$ cat src/rtl/core/lwfs_pkg.sv
// lwfs_pkg: shared types, codes and constants of the wall-follow steering block
// no dependencies

package lwfs_pkg;

  localparam int RANGE_W = 16;
  localparam int ANGLE_W = 16;
  localparam int LIN_W   = 8;
  localparam int ANG_W   = 11;
  localparam int IDX_W   = 2;
  localparam int XW      = 36;
  localparam int ZW      = 34;
  localparam int PW      = 38;
  localparam int DIV_W   = 40;
  localparam int QW      = 11;
  localparam int QK_W    = 4;
  localparam int MAX_CORDIC = 24;
  localparam int QDEPTH  = 4;
  localparam int QPTR_W  = 2;
  localparam logic [15:0] GAIN_Q16 = 16'd39797;
  localparam logic OP_COMMAND = 1'b1;

  typedef enum logic [1:0] {
    CMD_RUN,
    CMD_STOP,
    CMD_TOGGLE
  } cmd_e;

  typedef enum logic [1:0] {
    REG_ANGLE_START,
    REG_ANGLE_STEP,
    REG_OFFSET_X,
    REG_OFFSET_Y
  } reg_e;

  typedef enum logic [1:0] {
    KIND_NONE,
    KIND_ZERO,
    KIND_TWIST
  } kind_e;

  typedef enum logic [1:0] {
    TW_IDLE,
    TW_MUL,
    TW_SCALE,
    TW_DIV
  } tw_state_e;

  typedef struct packed {
    logic        [15:0] angle_start;
    logic signed [15:0] angle_step;
    logic signed [15:0] offset_x;
    logic signed [15:0] offset_y;
  } cfg_t;

  typedef struct packed {
    logic [RANGE_W-1:0] range_mm;
    logic [ANGLE_W-1:0] angle;
    logic               last;
    kind_e              kind;
  } entry_t;

  typedef struct packed {
    logic        left_seen;
    logic [15:0] left_far;
    logic        front_seen;
    logic [15:0] front_near;
  } track_t;

  typedef struct packed {
    logic busy;
    logic done;
  } tw_status_t;

  function automatic logic [31:0] atan_turn32(input logic [4:0] i);
    logic [31:0] r;
    case (i)
      5'd0:  r = 32'd536870912;
      5'd1:  r = 32'd316933406;
      5'd2:  r = 32'd167458907;
      5'd3:  r = 32'd85004756;
      5'd4:  r = 32'd42667331;
      5'd5:  r = 32'd21354465;
      5'd6:  r = 32'd10679838;
      5'd7:  r = 32'd5340245;
      5'd8:  r = 32'd2670163;
      5'd9:  r = 32'd1335087;
      5'd10: r = 32'd667544;
      5'd11: r = 32'd333772;
      5'd12: r = 32'd166886;
      5'd13: r = 32'd83443;
      5'd14: r = 32'd41722;
      5'd15: r = 32'd20861;
      5'd16: r = 32'd10430;
      5'd17: r = 32'd5215;
      5'd18: r = 32'd2608;
      5'd19: r = 32'd1304;
      5'd20: r = 32'd652;
      5'd21: r = 32'd326;
      5'd22: r = 32'd163;
      5'd23: r = 32'd81;
      default: r = 32'd0;
    endcase
    return r;
  endfunction

endpackage

$ cat src/rtl/core/lwfs_queue.sv
// lwfs_queue: short queue of classified samples between front and back end
// depends on lwfs_pkg

module lwfs_queue (
  input  logic              clk_i,
  input  logic              rst_ni,
  input  logic              push_i,
  input  lwfs_pkg::entry_t  entry_i,
  output logic              full_o,
  input  logic              pop_i,
  output lwfs_pkg::entry_t  entry_o,
  output logic              empty_o
);

  lwfs_pkg::entry_t mem_q [lwfs_pkg::QDEPTH];
  logic [lwfs_pkg::QPTR_W-1:0] wr_q, rd_q;
  logic [lwfs_pkg::QPTR_W:0]   cnt_q;

  assign full_o  = (cnt_q == (lwfs_pkg::QPTR_W+1)'(lwfs_pkg::QDEPTH));
  assign empty_o = (cnt_q == '0);
  assign entry_o = mem_q[rd_q];

  always_ff @(posedge clk_i or negedge rst_ni) begin
    if (!rst_ni) begin
      wr_q  <= '0;
      rd_q  <= '0;
      cnt_q <= '0;
    end else begin
      if (push_i) wr_q <= wr_q + 1'b1;
      if (pop_i) rd_q <= rd_q + 1'b1;
      if (push_i && !pop_i) cnt_q <= cnt_q + 1'b1;
      else if (pop_i && !push_i) cnt_q <= cnt_q - 1'b1;
    end
  end

  always_ff @(posedge clk_i) begin
    if (push_i) mem_q[wr_q] <= entry_i;
  end

endmodule

$ cat config.mk
export PLATFORM = sky130hd
export DESIGN_NAME = lwfs_queue
export DESIGN_NICKNAME = d
export VERILOG_FILES = /design/src/rtl/core/lwfs_pkg.sv /design/src/rtl/core/lwfs_queue.sv
export SDC_FILE = /design/constraint.sdc
export NUM_CORES = 1
export LEC_CHECK = 0
export BUFFER_PORTS_ARGS = -buffer_cell sky130_fd_sc_hd__buf_2
export CORE_ASPECT_RATIO = 1.4
export CORE_UTILIZATION = 53
export CTS_BUF_LIST = sky130_fd_sc_hd__clkbuf_2
export DETAILED_ROUTE_END_ITERATION = 6
export PLACE_DENSITY = 0.77
export REMOVE_ABC_BUFFERS = 1
export SYNTH_ARGS = -nofsm -noshare
export SYNTH_HDL_FRONTEND = slang
export SYNTH_SLANG_ARGS = --single-unit
$ cat constraint.sdc
create_clock -name clk_i -period 2 [get_ports clk_i]
set_input_delay 0.2 -clock clk_i [delete_from_list [all_inputs] [get_ports clk_i]]
set_output_delay 0.2 -clock clk_i [all_outputs]
set_load 0.01 [all_outputs]
# Yosys cells after proc, flatten, opt, wreduce, memory -nomap -nowiden

Memory sizes are Yosys's and may differ from the RTL's.
Index checks and enable logic that the tools add are counted.

Word-level logic and storage cells: 19
Memories kept: 1
Register bits: 7
Bits of input ports: 39
Bits in read-only memories: 0
Latch bits: 0
Memory bits (writable): 140

Bitwise operators: 0
Magnitude comparators: 0
Div/mod/pow operators: 0
Reduce and logical (&&, ||, !) cells: 6
Multiply operators: 0
Equal/unequal tests: 1
Muxes and demuxes: 4
Add/subtract/negate cells: 4
Shifts and indexed selects: 0

Memory list:

| name  | words | bits a word | read ports | clocked after Yosys merged registers in | write ports | RTL line         | text |
|---|---|---|---|---|---|---|---|
| mem_q | 4     | 35          | 1          | 0                                       | 1           | lwfs_queue.sv:15 | `lwfs_pkg::entry_t mem_q [lwfs_pkg::QDEPTH];` |

Operators by type and width:

| operator            | count |
|---|---|
| $mux 3              | 2 |
| $add 2x1->2 const B | 2 |
| $add 3x1->3 const B | 1 |
| $eq 3x3->1 const B  | 1 |
| $logic_not 3->1     | 1 |
| $sub 3x1->3 const B | 1 |
| $logic_and 1x1->1   | 2 |
| $logic_not 1->1     | 2 |
| $mux 1              | 2 |
| $reduce_bool 2->1   | 1 |

# Logic depth before layout (Yosys ltp)

Word-level depth: 4
Gate-level depth with buffers: 7
Gate-level depth less buffers: 7

# Worst setup path after synthesis

No wires, ideal clock.

Path kind: register -> register
Start: register wr_q[0] (netlist name)
End: memory mem_q[2][0] (netlist name), enable pin
Stages on the path, launching flop included: 4
Period minus slack after synthesis: 1,867 ps
Arrival: 1,472 ps
Path slack: 133 ps
Buffers on the path: 0
Cells stage by stage: dfrtp_1 -> inv_1 -> ha_1 -> and2_1

RTL lines:

| what                   | RTL line         | text |
|---|---|---|
| from (decl)            | lwfs_queue.sv:16 | `logic [lwfs_pkg::QPTR_W-1:0] wr_q, rd_q;` |
| from (signal assigned) | lwfs_queue.sv:29 | `if (push_i) wr_q <= wr_q + 1'b1;` |
| to (decl)              | lwfs_queue.sv:15 |  |

Straight into the memory's write port.

==> results.yml <==
synth:
  synth.cell_area_sq_mm: 0.005500
  synthDistinctLibCells: 19
  postSynthAreaPerCell_sq_um: 25.35
  synthFlopType: "edfxtp_1"
  yosys.area.top_type: "edfxtp_1"
  synth_area_leaders: "edfxtp_1 76%, mux4_2 11%, mux4_1 3.3%"
  yosysWarnings: 0
  netlist_instances: 217
  ys_seq_elements: 147
  async_reset_ff_share_pct: 4.762
  synth.top_cells.by_count: "140 x edfxtp_1, 28 x mux4_2, 7 x dfrtp_1, 7 x mux4_1, 5 x ha_1"
  synth.most_common_cell: "edfxtp_1"
  ys_seq_area_share_pct: 79.62
  synth_top_cell_area_share_pct: 76.43
  synth_edf_count: 140
global_routing:
  grt_max_degree: 36
  grt_pass1_wl_mm: 14.09
  grt_antenna_before_repair: 1
  grt_overflow_total: 0
  grt_util_all_layers_pct: 19.07
  grt_pass1_vias: 2841
run_status:
  violations: "setup timing"
  status: "finished, violations left"
timing:
  fin_crit_ns: 2.255
  drv_slew: 0
  hold_violations: 0
  fmax_mhz: 443.5
  post-route-period-util_pct: 112.7
  worstMarginPinSlew_ns: 0.4126
  timing.final.ws_setup_ns: -0.2548
  relSlewSlack_pct: 72.50
  skew_ns: 0.01945
  rsz0062_at_grt: "yes"
  finalSetupViolCount: 35
clock_tree:
  clk_path_buf_depth: 2
  clk_latency_ns: 0.63
  numCtsBuffers: 17
  cts_tree: "built"
  cts_root_buf: "clkbuf_2"
  htree_levels: 4
  path_clk_slew_ns: 0.20
  cts_sinks: 147
floorplan:
  die_h_um: 122.5
  rows: 43
  die_w_um: 88.10
  start_util_pct: 54.96
  pin_count: 76
  core_sq_mm: 0.01001
  die_area_sq_mm: 0.01079
hold_path:
  hold_path.class: "primary input to flop"
  hold_path.startpoint: "entry_i[33]"
drt:
  num_vias: 2660
  post_drt_wl_per_cell_um: 18.65
  routed_wl_mm: 9.438
  dr.pass1.iters: 4
  drc_errors: 0
  post_drt_via_cell_ratio: 5.257
  dr.first_iter.drc_count: 191
  antenna_left: 0
pwr:
  power_w: 0.009442
  peakVddDrop_v: 0.0008598
  p_leak_nw: 2.487
  power_density_mw_per_mm2: 1359
worst_setup_path:
  crit_arrival_ns: 2.05
  path_class: "flop to output port"
  regToRegEndpoint: "mem_q[1][1]"
  cp-end-kind: "output port"
  critPathLaunch: "rd_q[0]"
  endpoint: "entry_o[2]"
  rr_startpoint: "wr_q[1]"
  cp.required_ns: 1.80
  cp_max_fo: 4
  reg2reg_depth: 4
  r2r_slack_ns: 0.42
  startpoint_type: "flop"
place:
  dp_slack_ns: 0.4300
  port_buffers: 75
  gp_congestion: 0.6679
  hpwl_mm: 5.518
run:
  maxCapViolations: 0
finish:
  drive_gt1_share_pct: 43.24
  nets: 402
  final_util_pct: 69.44
  fill_cells: 644
  area.growth.synth_to_final_pct: 26.34
## repair_timing
item,in CTS,in global routing
buffers inserted,0,2
pin swaps,0,0
cloned,0,2
endpoints found under the setup margin,35,35
gates resized for setup,15,11
endpoints found under the hold margin,152,0
hold buffers,39,0
## critical path, cell delays in order, from the launching register on
cell	delay (ns)
dfrtp_2	0.45
buf_4	0.16
clkbuf_16	0.15
mux4_2	0.52
buf_6	0.14
## layout make-up
type,instances,area (sq um),share of cell area (%)
Clock buffer,19,95.09,1.368
Antenna cell,1,2.502,0.03601
Inverter,4,15.01,0.2161
Multi-Input combinational cell,58,993.5,14.30
Sequential cell,147,4384,63.09
Tap cell,135,168.9,2.431
Clock inverter,13,188.9,2.719
Timing Repair Buffer,129,1101,15.84
## where the power goes
group          total, W  internal (W)  switching, W
clock network   0.00186      0.000936      0.000926
logic           0.00329       0.00182       0.00147
registers       0.00429       0.00404      0.000250
total           0.00944       0.00680       0.00265
## worst min-delay path by stage
| stage | endpoint | slack [ns] | cells after the start |
|---|---|---|---|
| 6_report | mem_q[0][33] | 0.29 | 2 |
| 5_1_grt | mem_q[1][24] | 0.20 | 2 |
| 4_1_cts | mem_q[1][24] | 0.19 | 2 |
| 3_5_place_dp | cnt_q[2] | 0.05 | 1 |
| 3_3_place_gp | cnt_q[2] | 0.05 | 1 |
| 2_1_floorplan | cnt_q[0] | -0.1 | 0 |
## cells in the final DEF (no fill, tap or decap), drive strengths merged
cell type / synthesis / routed
nand2: 2 / 2
clkbuf: 0 / 21
nor3: 1 / 1
and2: 4 / 4
dlygate4sd3: 0 / 39
bufinv: 0 / 5
ha: 5 / 5
mux2: 1 / 1
xnor2: 2 / 2
mux4: 35 / 35
xor2: 4 / 4
nor2: 1 / 1
inv: 4 / 4
fa: 1 / 1
dfrtp: 7 / 7
diode: 0 / 1
clkinv: 0 / 8
nor3b: 1 / 1
edfxtp: 140 / 140
buf: 8 / 88
o21ai: 1 / 1
## cells by family after synthesis
family,count (synthesis),synth area share [%]
compound gates,1,0.09090
xor+xnor,6,0.9554
fa+ha+maj,6,1.501
buf+inv,12,1.934
flops,147,79.62
mux,36,15.01
simple gates,9,0.8870
## routing by layer
metal,GRT usage [%],wire (um),vias to the layer above
met5,0,0,-
met4,10.28,189,0
met3,6.052,365,13
met2,31.10,5071,73
met1,22.52,3811,1380
li1,-,-,1194
## sequential cells by signal, summed over array words and instances, names as in the netlist
register and flops:
cnt_q 3, rd_q 2, wr_q 2, mem_q 140
## stage by stage
step | cell area, sq um | setup TNS [ns] | hold slack, ns | cells
2_1_floorplan | 5409 | -12.35 | -0.09559 | 209
5_1_grt | 6949 | -12.53 | 0.1970 | 506
4_1_cts | 6843 | -9.374 | 0.1922 | 501
3_3_place_gp | 6118 | 0 | 0.04798 | 430
6_report | 6949 | -6.936 | 0.2945 | 506
3_5_place_dp | 6118 | 0 | 0.05009 | 430
(Power assumes the default switching activity.)
