**config.mk**
```make
export PLATFORM = sky130hd
export DESIGN_NAME = lwfs_front_flat
export DESIGN_NICKNAME = d
export VERILOG_FILES = /design/src/rtl/core/lwfs_pkg.sv /design/src/rtl/core/lwfs_if.sv /design/src/rtl/core/lwfs_front.sv /design/src/flat_wrapper.sv
export SDC_FILE = /design/constraint.sdc
export NUM_CORES = 1
export LEC_CHECK = 0
export ABC_AREA = 1
export BUFFER_PORTS_ARGS = -buffer_cell sky130_fd_sc_hd__buf_2
export CAP_MARGIN = 20
export CORE_MARGIN = 2
export CORE_UTILIZATION = 40
export DETAILED_ROUTE_END_ITERATION = 10
export HOLD_SLACK_MARGIN = 0.03
export PLACE_DENSITY = 0.84
export SLEW_MARGIN = 20
export SYNTH_ARGS = -nofsm -noshare
export SYNTH_HDL_FRONTEND = slang
export SYNTH_SLANG_ARGS = --single-unit
```
**constraint.sdc**
```tcl
create_clock -name clk_i -period 5.8 [get_ports clk_i]
set_input_delay 0.58 -clock clk_i [delete_from_list [all_inputs] [get_ports clk_i]]
set_output_delay 0.58 -clock clk_i [all_outputs]
set_load 0.03 [all_outputs]
```
**src/rtl/core/lwfs_pkg.sv**
```systemverilog
// lwfs_pkg: shared types, codes and constants of the wall-follow steering block
// no dependencies

package lwfs_pkg;

  localparam int RANGE_W = 16;
  localparam int ANGLE_W = 16;
  localparam int LIN_W   = 8;
  localparam int ANG_W   = 11;
  localparam int IDX_W   = 2;
  localparam int XW      = 36;
  localparam int ZW      = 34;
  localparam int PW      = 38;
  localparam int DIV_W   = 40;
  localparam int QW      = 11;
  localparam int QK_W    = 4;
  localparam int MAX_CORDIC = 24;
  localparam int QDEPTH  = 4;
  localparam int QPTR_W  = 2;
  localparam logic [15:0] GAIN_Q16 = 16'd39797;
  localparam logic OP_COMMAND = 1'b1;

  typedef enum logic [1:0] {
    CMD_RUN,
    CMD_STOP,
    CMD_TOGGLE
  } cmd_e;

  typedef enum logic [1:0] {
    REG_ANGLE_START,
    REG_ANGLE_STEP,
    REG_OFFSET_X,
    REG_OFFSET_Y
  } reg_e;

  typedef enum logic [1:0] {
    KIND_NONE,
    KIND_ZERO,
    KIND_TWIST
  } kind_e;

  typedef enum logic [1:0] {
    TW_IDLE,
    TW_MUL,
    TW_SCALE,
    TW_DIV
  } tw_state_e;

  typedef struct packed {
    logic        [15:0] angle_start;
    logic signed [15:0] angle_step;
    logic signed [15:0] offset_x;
    logic signed [15:0] offset_y;
  } cfg_t;

  typedef struct packed {
    logic [RANGE_W-1:0] range_mm;
    logic [ANGLE_W-1:0] angle;
    logic               last;
    kind_e              kind;
  } entry_t;

  typedef struct packed {
    logic        left_seen;
    logic [15:0] left_far;
    logic        front_seen;
    logic [15:0] front_near;
  } track_t;

  typedef struct packed {
    logic busy;
    logic done;
  } tw_status_t;

  function automatic logic [31:0] atan_turn32(input logic [4:0] i);
    logic [31:0] r;
    case (i)
      5'd0:  r = 32'd536870912;
      5'd1:  r = 32'd316933406;
      5'd2:  r = 32'd167458907;
      5'd3:  r = 32'd85004756;
      5'd4:  r = 32'd42667331;
      5'd5:  r = 32'd21354465;
      5'd6:  r = 32'd10679838;
      5'd7:  r = 32'd5340245;
      5'd8:  r = 32'd2670163;
      5'd9:  r = 32'd1335087;
      5'd10: r = 32'd667544;
      5'd11: r = 32'd333772;
      5'd12: r = 32'd166886;
      5'd13: r = 32'd83443;
      5'd14: r = 32'd41722;
      5'd15: r = 32'd20861;
      5'd16: r = 32'd10430;
      5'd17: r = 32'd5215;
      5'd18: r = 32'd2608;
      5'd19: r = 32'd1304;
      5'd20: r = 32'd652;
      5'd21: r = 32'd326;
      5'd22: r = 32'd163;
      5'd23: r = 32'd81;
      default: r = 32'd0;
    endcase
    return r;
  endfunction

endpackage

```
**src/rtl/core/lwfs_if.sv**
```systemverilog
// lwfs channel interfaces: sample/command input, twist output, register write
// depends on nothing

interface lwfs_in_if;
  logic        valid;
  logic        ready;
  logic        op;
  logic [15:0] range_mm;
  logic        last_sample;
  logic [1:0]  command;
  modport source(output valid, op, range_mm, last_sample, command, input ready);
  modport sink(input valid, op, range_mm, last_sample, command, output ready);
endinterface


```
**src/rtl/core/lwfs_front.sv**
```systemverilog
// lwfs_front: accepts items, runs commands, sequences sample angles, tags scan end
// depends on lwfs_pkg and lwfs_if

module lwfs_front (
  input  logic              clk_i,
  input  logic              rst_ni,
  lwfs_in_if.sink           in_i,
  input  lwfs_pkg::cfg_t    cfg_i,
  output logic              push_o,
  output lwfs_pkg::entry_t  entry_o,
  input  logic              full_i
);

  logic        paused_q, paused_d;
  logic        stopped_q, stopped_d;
  logic        in_scan_q, in_scan_d;
  logic [15:0] angle_now_q, angle_now_d;
  logic        accept;
  logic [15:0] a;

  assign in_i.ready = !full_i;
  assign accept     = in_i.valid && !full_i;
  assign a          = in_scan_q ? angle_now_q : cfg_i.angle_start;

  always_comb begin
    paused_d      = paused_q;
    stopped_d     = stopped_q;
    in_scan_d     = in_scan_q;
    angle_now_d   = angle_now_q;
    push_o        = 1'b0;
    entry_o.range_mm = in_i.range_mm;
    entry_o.angle    = a;
    entry_o.last     = in_i.last_sample;
    entry_o.kind     = lwfs_pkg::KIND_NONE;
    if (accept) begin
      if (in_i.op == lwfs_pkg::OP_COMMAND) begin
        case (in_i.command)
          lwfs_pkg::CMD_RUN:    paused_d = 1'b0;
          lwfs_pkg::CMD_STOP:   paused_d = 1'b1;
          lwfs_pkg::CMD_TOGGLE: paused_d = !paused_q;
          default:              paused_d = paused_q;
        endcase
      end else begin
        push_o      = 1'b1;
        angle_now_d = a + cfg_i.angle_step;
        in_scan_d   = 1'b1;
        if (in_i.last_sample) begin
          in_scan_d = 1'b0;
          if (paused_q) begin
            entry_o.kind = stopped_q ? lwfs_pkg::KIND_NONE : lwfs_pkg::KIND_ZERO;
            stopped_d    = 1'b1;
          end else begin
            entry_o.kind = lwfs_pkg::KIND_TWIST;
            stopped_d    = 1'b0;
          end
        end
      end
    end
  end

  always_ff @(posedge clk_i or negedge rst_ni) begin
    if (!rst_ni) begin
      paused_q    <= 1'b1;
      stopped_q   <= 1'b0;
      in_scan_q   <= 1'b0;
      angle_now_q <= '0;
    end else begin
      paused_q    <= paused_d;
      stopped_q   <= stopped_d;
      in_scan_q   <= in_scan_d;
      angle_now_q <= angle_now_d;
    end
  end

endmodule

```
**src/flat_wrapper.sv**
```systemverilog
// flat-port wrapper written by rule: the top's interface ports become plain ports
module lwfs_front_flat 
  (clk_i, rst_ni, cfg_i, push_o, entry_o, full_i, in_i_valid, in_i_op, in_i_range_mm, in_i_last_sample, in_i_command, in_i_ready);
  lwfs_in_if in_i_i ();
  input  logic clk_i;
  input  logic rst_ni;
  input  lwfs_pkg::cfg_t cfg_i;
  output logic push_o;
  output lwfs_pkg::entry_t entry_o;
  input  logic full_i;
  input wire logic [$bits(in_i_i.valid)-1:0] in_i_valid;
  input wire logic [$bits(in_i_i.op)-1:0] in_i_op;
  input wire logic [$bits(in_i_i.range_mm)-1:0] in_i_range_mm;
  input wire logic [$bits(in_i_i.last_sample)-1:0] in_i_last_sample;
  input wire logic [$bits(in_i_i.command)-1:0] in_i_command;
  output wire logic [$bits(in_i_i.ready)-1:0] in_i_ready;
  assign in_i_i.valid = in_i_valid;
  assign in_i_i.op = in_i_op;
  assign in_i_i.range_mm = in_i_range_mm;
  assign in_i_i.last_sample = in_i_last_sample;
  assign in_i_i.command = in_i_command;
  assign in_i_ready = in_i_i.ready;
  lwfs_front u_core (.clk_i(clk_i), .rst_ni(rst_ni), .in_i(in_i_i), .cfg_i(cfg_i), .push_o(push_o), .entry_o(entry_o), .full_i(full_i));
endmodule
```
# Word-level counts from Yosys, hierarchy flattened
# Cells that the tools add are included.
# totals
mem_bits_rw	0
register_bits	19
out_inout_bits	37
latchBits	0
n_memories	0
mem_bits_ro	0
# op_classes
n_eq_ne	2
shift	0
n_lt_le_gt_ge	0
n_reduce_logical	8
bitwise	1
n_mul	0
n_div	0
n_mux	11
addsub	1
# ops
operator	count
$add A16 B16 Y16	1
$mux W16	1
$mux W2	4
$reduce_and A3 Y1	2
$mux W1	5
$pmux W1 S3	1
$reduce_bool A3 Y1	1
$eq A2 B1 Y1 const B	1
$eq A2 B2 Y1 const B	1
$logic_not A1 Y1	2
$logic_not A2 Y1	1
$reduce_and A2 Y1	1
$logic_and A1 B1 Y1	1
$not A1 Y1	1

# Longest topological paths before layout
# logic_depth
word_depth	5
mapped_depth	16

# Worst setup path after synthesis
# Ideal clock, no wire load.
# synth_timing
kind	reg2reg
from	register u_core.in_scan_q
to	register u_core.angle_now_q[5]
n_path_buf	1
path_stages_with_launch	11
setup_ns	0.118
required_ns	5.682
arrival_ns	2.431
path_slack_ns	3.250
path_cell_list	dfrtp_1 > inv_1 > buf_2 > o21ai_0 > ha_1 > or2_4 > nand3_2 > nand2_2 > or2_1 > nand3_2 > o21ai_2
# synth_lines
element	line_no	text
start: declaration	lwfs_front.sv:16	logic in_scan_q, in_scan_d;
start signal: assignment	lwfs_front.sv:70	in_scan_q <= in_scan_d;
end signal: assignment	lwfs_front.sv:71	angle_now_q <= angle_now_d;
end: declaration	lwfs_front.sv:17	logic [15:0] angle_now_q, angle_now_d;

# Final worst setup path
# layout_timing
from	register u_core.in_scan_q
to	register u_core.angle_now_q[15]
# layout_via
elab_chain_cells	2
# layout_lines
element	line_no	text
$mux W16	lwfs_front.sv:23	assign a = in_scan_q ? angle_now_q : cfg_i.angle_start;
$add A16 B16 Y16	lwfs_front.sv:45	angle_now_d = a + cfg_i.angle_step;
# Every way passes these cells.
# A chain may end at the register's enable or synchronous reset.

==> flow_summary.toml <==
[worst_hold_path]
hold_path_class = "in -> async"

[setup_path]
cp.arrival_ns = 3.06
setup.worst_path.class = "reg -> reg"
setup.worst_path.start = "u_core.in_scan_q"
crit_top_cell = "nand2_1"
worst_ep_required_time_ns = 5.96
crit_path_end_kind = "register"
path_cells = "inv_1, or2_2, o21ai_0, inv_1, ha_1, nand2_1, nand2_1, nand3_1, nand2_2, nand2_1, nand2_1, nand2_1, nand3_1, nand2_1"
critPathLaunchType = "register"
cpMaxStageDelayCell = "dfrtp_1"
critical_path.top_delay_family = "simple AND/OR/NAND/NOR gates"
critPathMaxStageDelay_ns = 0.64
crit_buf_inv = 2
r2r_start = "u_core.in_scan_q"
path_max_fanout = 21

[route]
via_per_inst = 4.617
firstDrtPassIters = 5
drt.antenna.violating_nets = 0
drc_errors = 0
drt-initial-drc-count = 109
wl_per_cell_um = 11.08
dr_total_vias = 2050
totalWireLength_um = 4921

[power]
intPower_mw = 0.4433
ir_drop_mv = 0.1416
p_leak_nw = 1.458
p_seq_frac = 0.231
power_frac_comb = 0.663
power_density_mw_per_mm2 = 391.5
swShare = 0.5189
switchingPower_mw = 0.4782
p_clk_frac = 0.106

[timing]
hold_viol = 0
slew_headroom = 0.5547
skew_ns = 0.0009860
min_period_over_period = 0.5004
layout_min_cycle_time_ns = 2.902
tightest_slew_ns = 0.6672
slew_violations = 0
fmax_mhz = 344.6
rsz0062_at_grt = "no"
setup_violations = 0
tns_ns = 0

[clock_network]
numClockSinks = 19
cts_tree = "done"
cts-root-buf = "clkbuf_8"
holdBufCountCts = 0
max-clock-path-buffers = 2
clk_latency_ns = 0.26
htree_levels = 1
post-cts-setup-buffers = 0
cts_resized = 0
clk_pin_slew_ns = 0.08
cts_buffers = 3

[global_route]
gr-total-overflow = 0
antenna_found_initial = 0
grt_pass1_vias = 1926
grt_max_degree = 22
grt_pass1_wl_um = 8404
track_usage = 0.1757

[synthesis]
netlist_instances = 332
synth.distinct_cells = 32
synth-edff-count = 0
syn_area_mm2 = 0.002073
ys_warn_count = 0
ys_seq_area_frac = 0.2299
avgSynthCellArea_um2 = 6.245
synth_nets = 439
synth_ff_type = "dfrtp_1"
ys_ff_latch = 19
async_flop_share = 1.000

[placement]
gp_congestion = 0.8546
io_buffers = 60
dp_hpwl_um = 3908

[die]
die_height_um = 76.00
die_w_um = 76.00
die_area_mm2 = 0.005775
core_area_mm2 = 0.005042
fp-row-count = 26
start_util = 0.4112
ioPinCount = 125

[finish]
insertedDiodeCount = 0
fin_nets = 482
utilization = 0.4667
n_fill_cell = 534
drive_above_1_share = 0.2273
final_common_cell = "nand2_1"
layout_common_cells = "nand2_1 (136), buf_2 (60), inv_1 (49)"
syn_to_final_growth_pct = 13.52

[flow_run]
max-cap-violations = 0

[outcome]
status = "completed"
==> per-stage QoR <==
step	hold WS, ns	instances	instance area [um2]	power [mW]	setup WS, ns
detailed placement	0.4661	440	2307	0.8257	2.893
finish	0.2582	444	2354	0.9215	2.898
global route	0.2895	444	2354	1.024	2.560
CTS	0.2721	444	2354	0.9285	2.870
global placement	0.4566	440	2307	0.8090	2.971
floorplan	0.2844	332	2073	0.7044	3.250
==> power groups by stage <==
stage          combinational, mW  sequential (mW)  clock, mW
6_report                   0.611            0.213     0.0980
5_1_grt                    0.695            0.221      0.108
4_1_cts                    0.614            0.213      0.101
3_5_place_dp               0.610            0.216          0
3_3_place_gp               0.596            0.213          0
2_1_floorplan              0.499            0.205          0
==> registers in the layout, indices dropped and copies added, names as in the netlist <==
signal / cells
u_core.in_scan_q: 1
u_core.paused_q: 1
u_core.angle_now_q: 16
u_core.stopped_q: 1
==> cell type report <==
class,count,area (um2),area share
clock buffers,3,41.29,0.01754
clock inverters,1,5.005,0.002127
inverters,52,195.2,0.08293
multi-input cells,239,1247,0.5300
flip-flops and latches,19,476.7,0.2026
well taps,70,87.58,0.03721
repair buffers,60,300.3,0.1276
==> Yosys cell counts, types with 2 or more instances <==
library cell | instances | area share
nand2_1 | 136 | 0.25
inv_1 | 49 | 0.089
nand3_1 | 19 | 0.046
buf_4 | 18 | 0.065
dfrtp_1 | 18 | 0.22
ha_1 | 18 | 0.11
nor2_1 | 13 | 0.024
o21ai_0 | 11 | 0.027
a21oi_1 | 9 | 0.022
nand2_2 | 7 | 0.021
buf_2 | 3 | 0.0072
inv_2 | 3 | 0.0054
nand3_2 | 3 | 0.014
o21ai_1 | 3 | 0.0072
nand3b_1 | 2 | 0.0072
nor3_2 | 2 | 0.0097
or2_1 | 2 | 0.0060
xnor2_1 | 2 | 0.0085
==> logic make-up after synthesis <==
kind of cell / count (synthesis) / share of synthesized area
DFF: 19 / 0.2299
AOI/OAI and AO/OA: 26 / 0.06759
buffers and inverters: 74 / 0.1684
adders and majority gates: 19 / 0.1183
xor gates and xnor gates: 3 / 0.01268
and+or+nand+nor: 191 / 0.4031
==> worst paths after layout <==
path                                                to  slack (ns)  cells past startpoint
worst min register to register  u_core.angle_now_q[14]        0.48                      2
max in group asynchronous              u_core.paused_q        5.20                      1
worst max-delay path            u_core.angle_now_q[15]        2.90                     14
min in group clk_i              u_core.angle_now_q[14]        0.48                      2
worst max register to register  u_core.angle_now_q[15]        2.90                     14
worst min-delay path            u_core.angle_now_q[13]        0.26                      1
==> layer usage <==
layer	track usage	part of all wire	vias to the layer above
met2	0.3161	0.48	58
met5	0	0	-
met4	0.02727	0.0053	0
li1	-	-	1082
met3	0.05095	0.064	4
met1	0.2124	0.45	906
No activity file was read; power rests on OpenSTA's default activity.
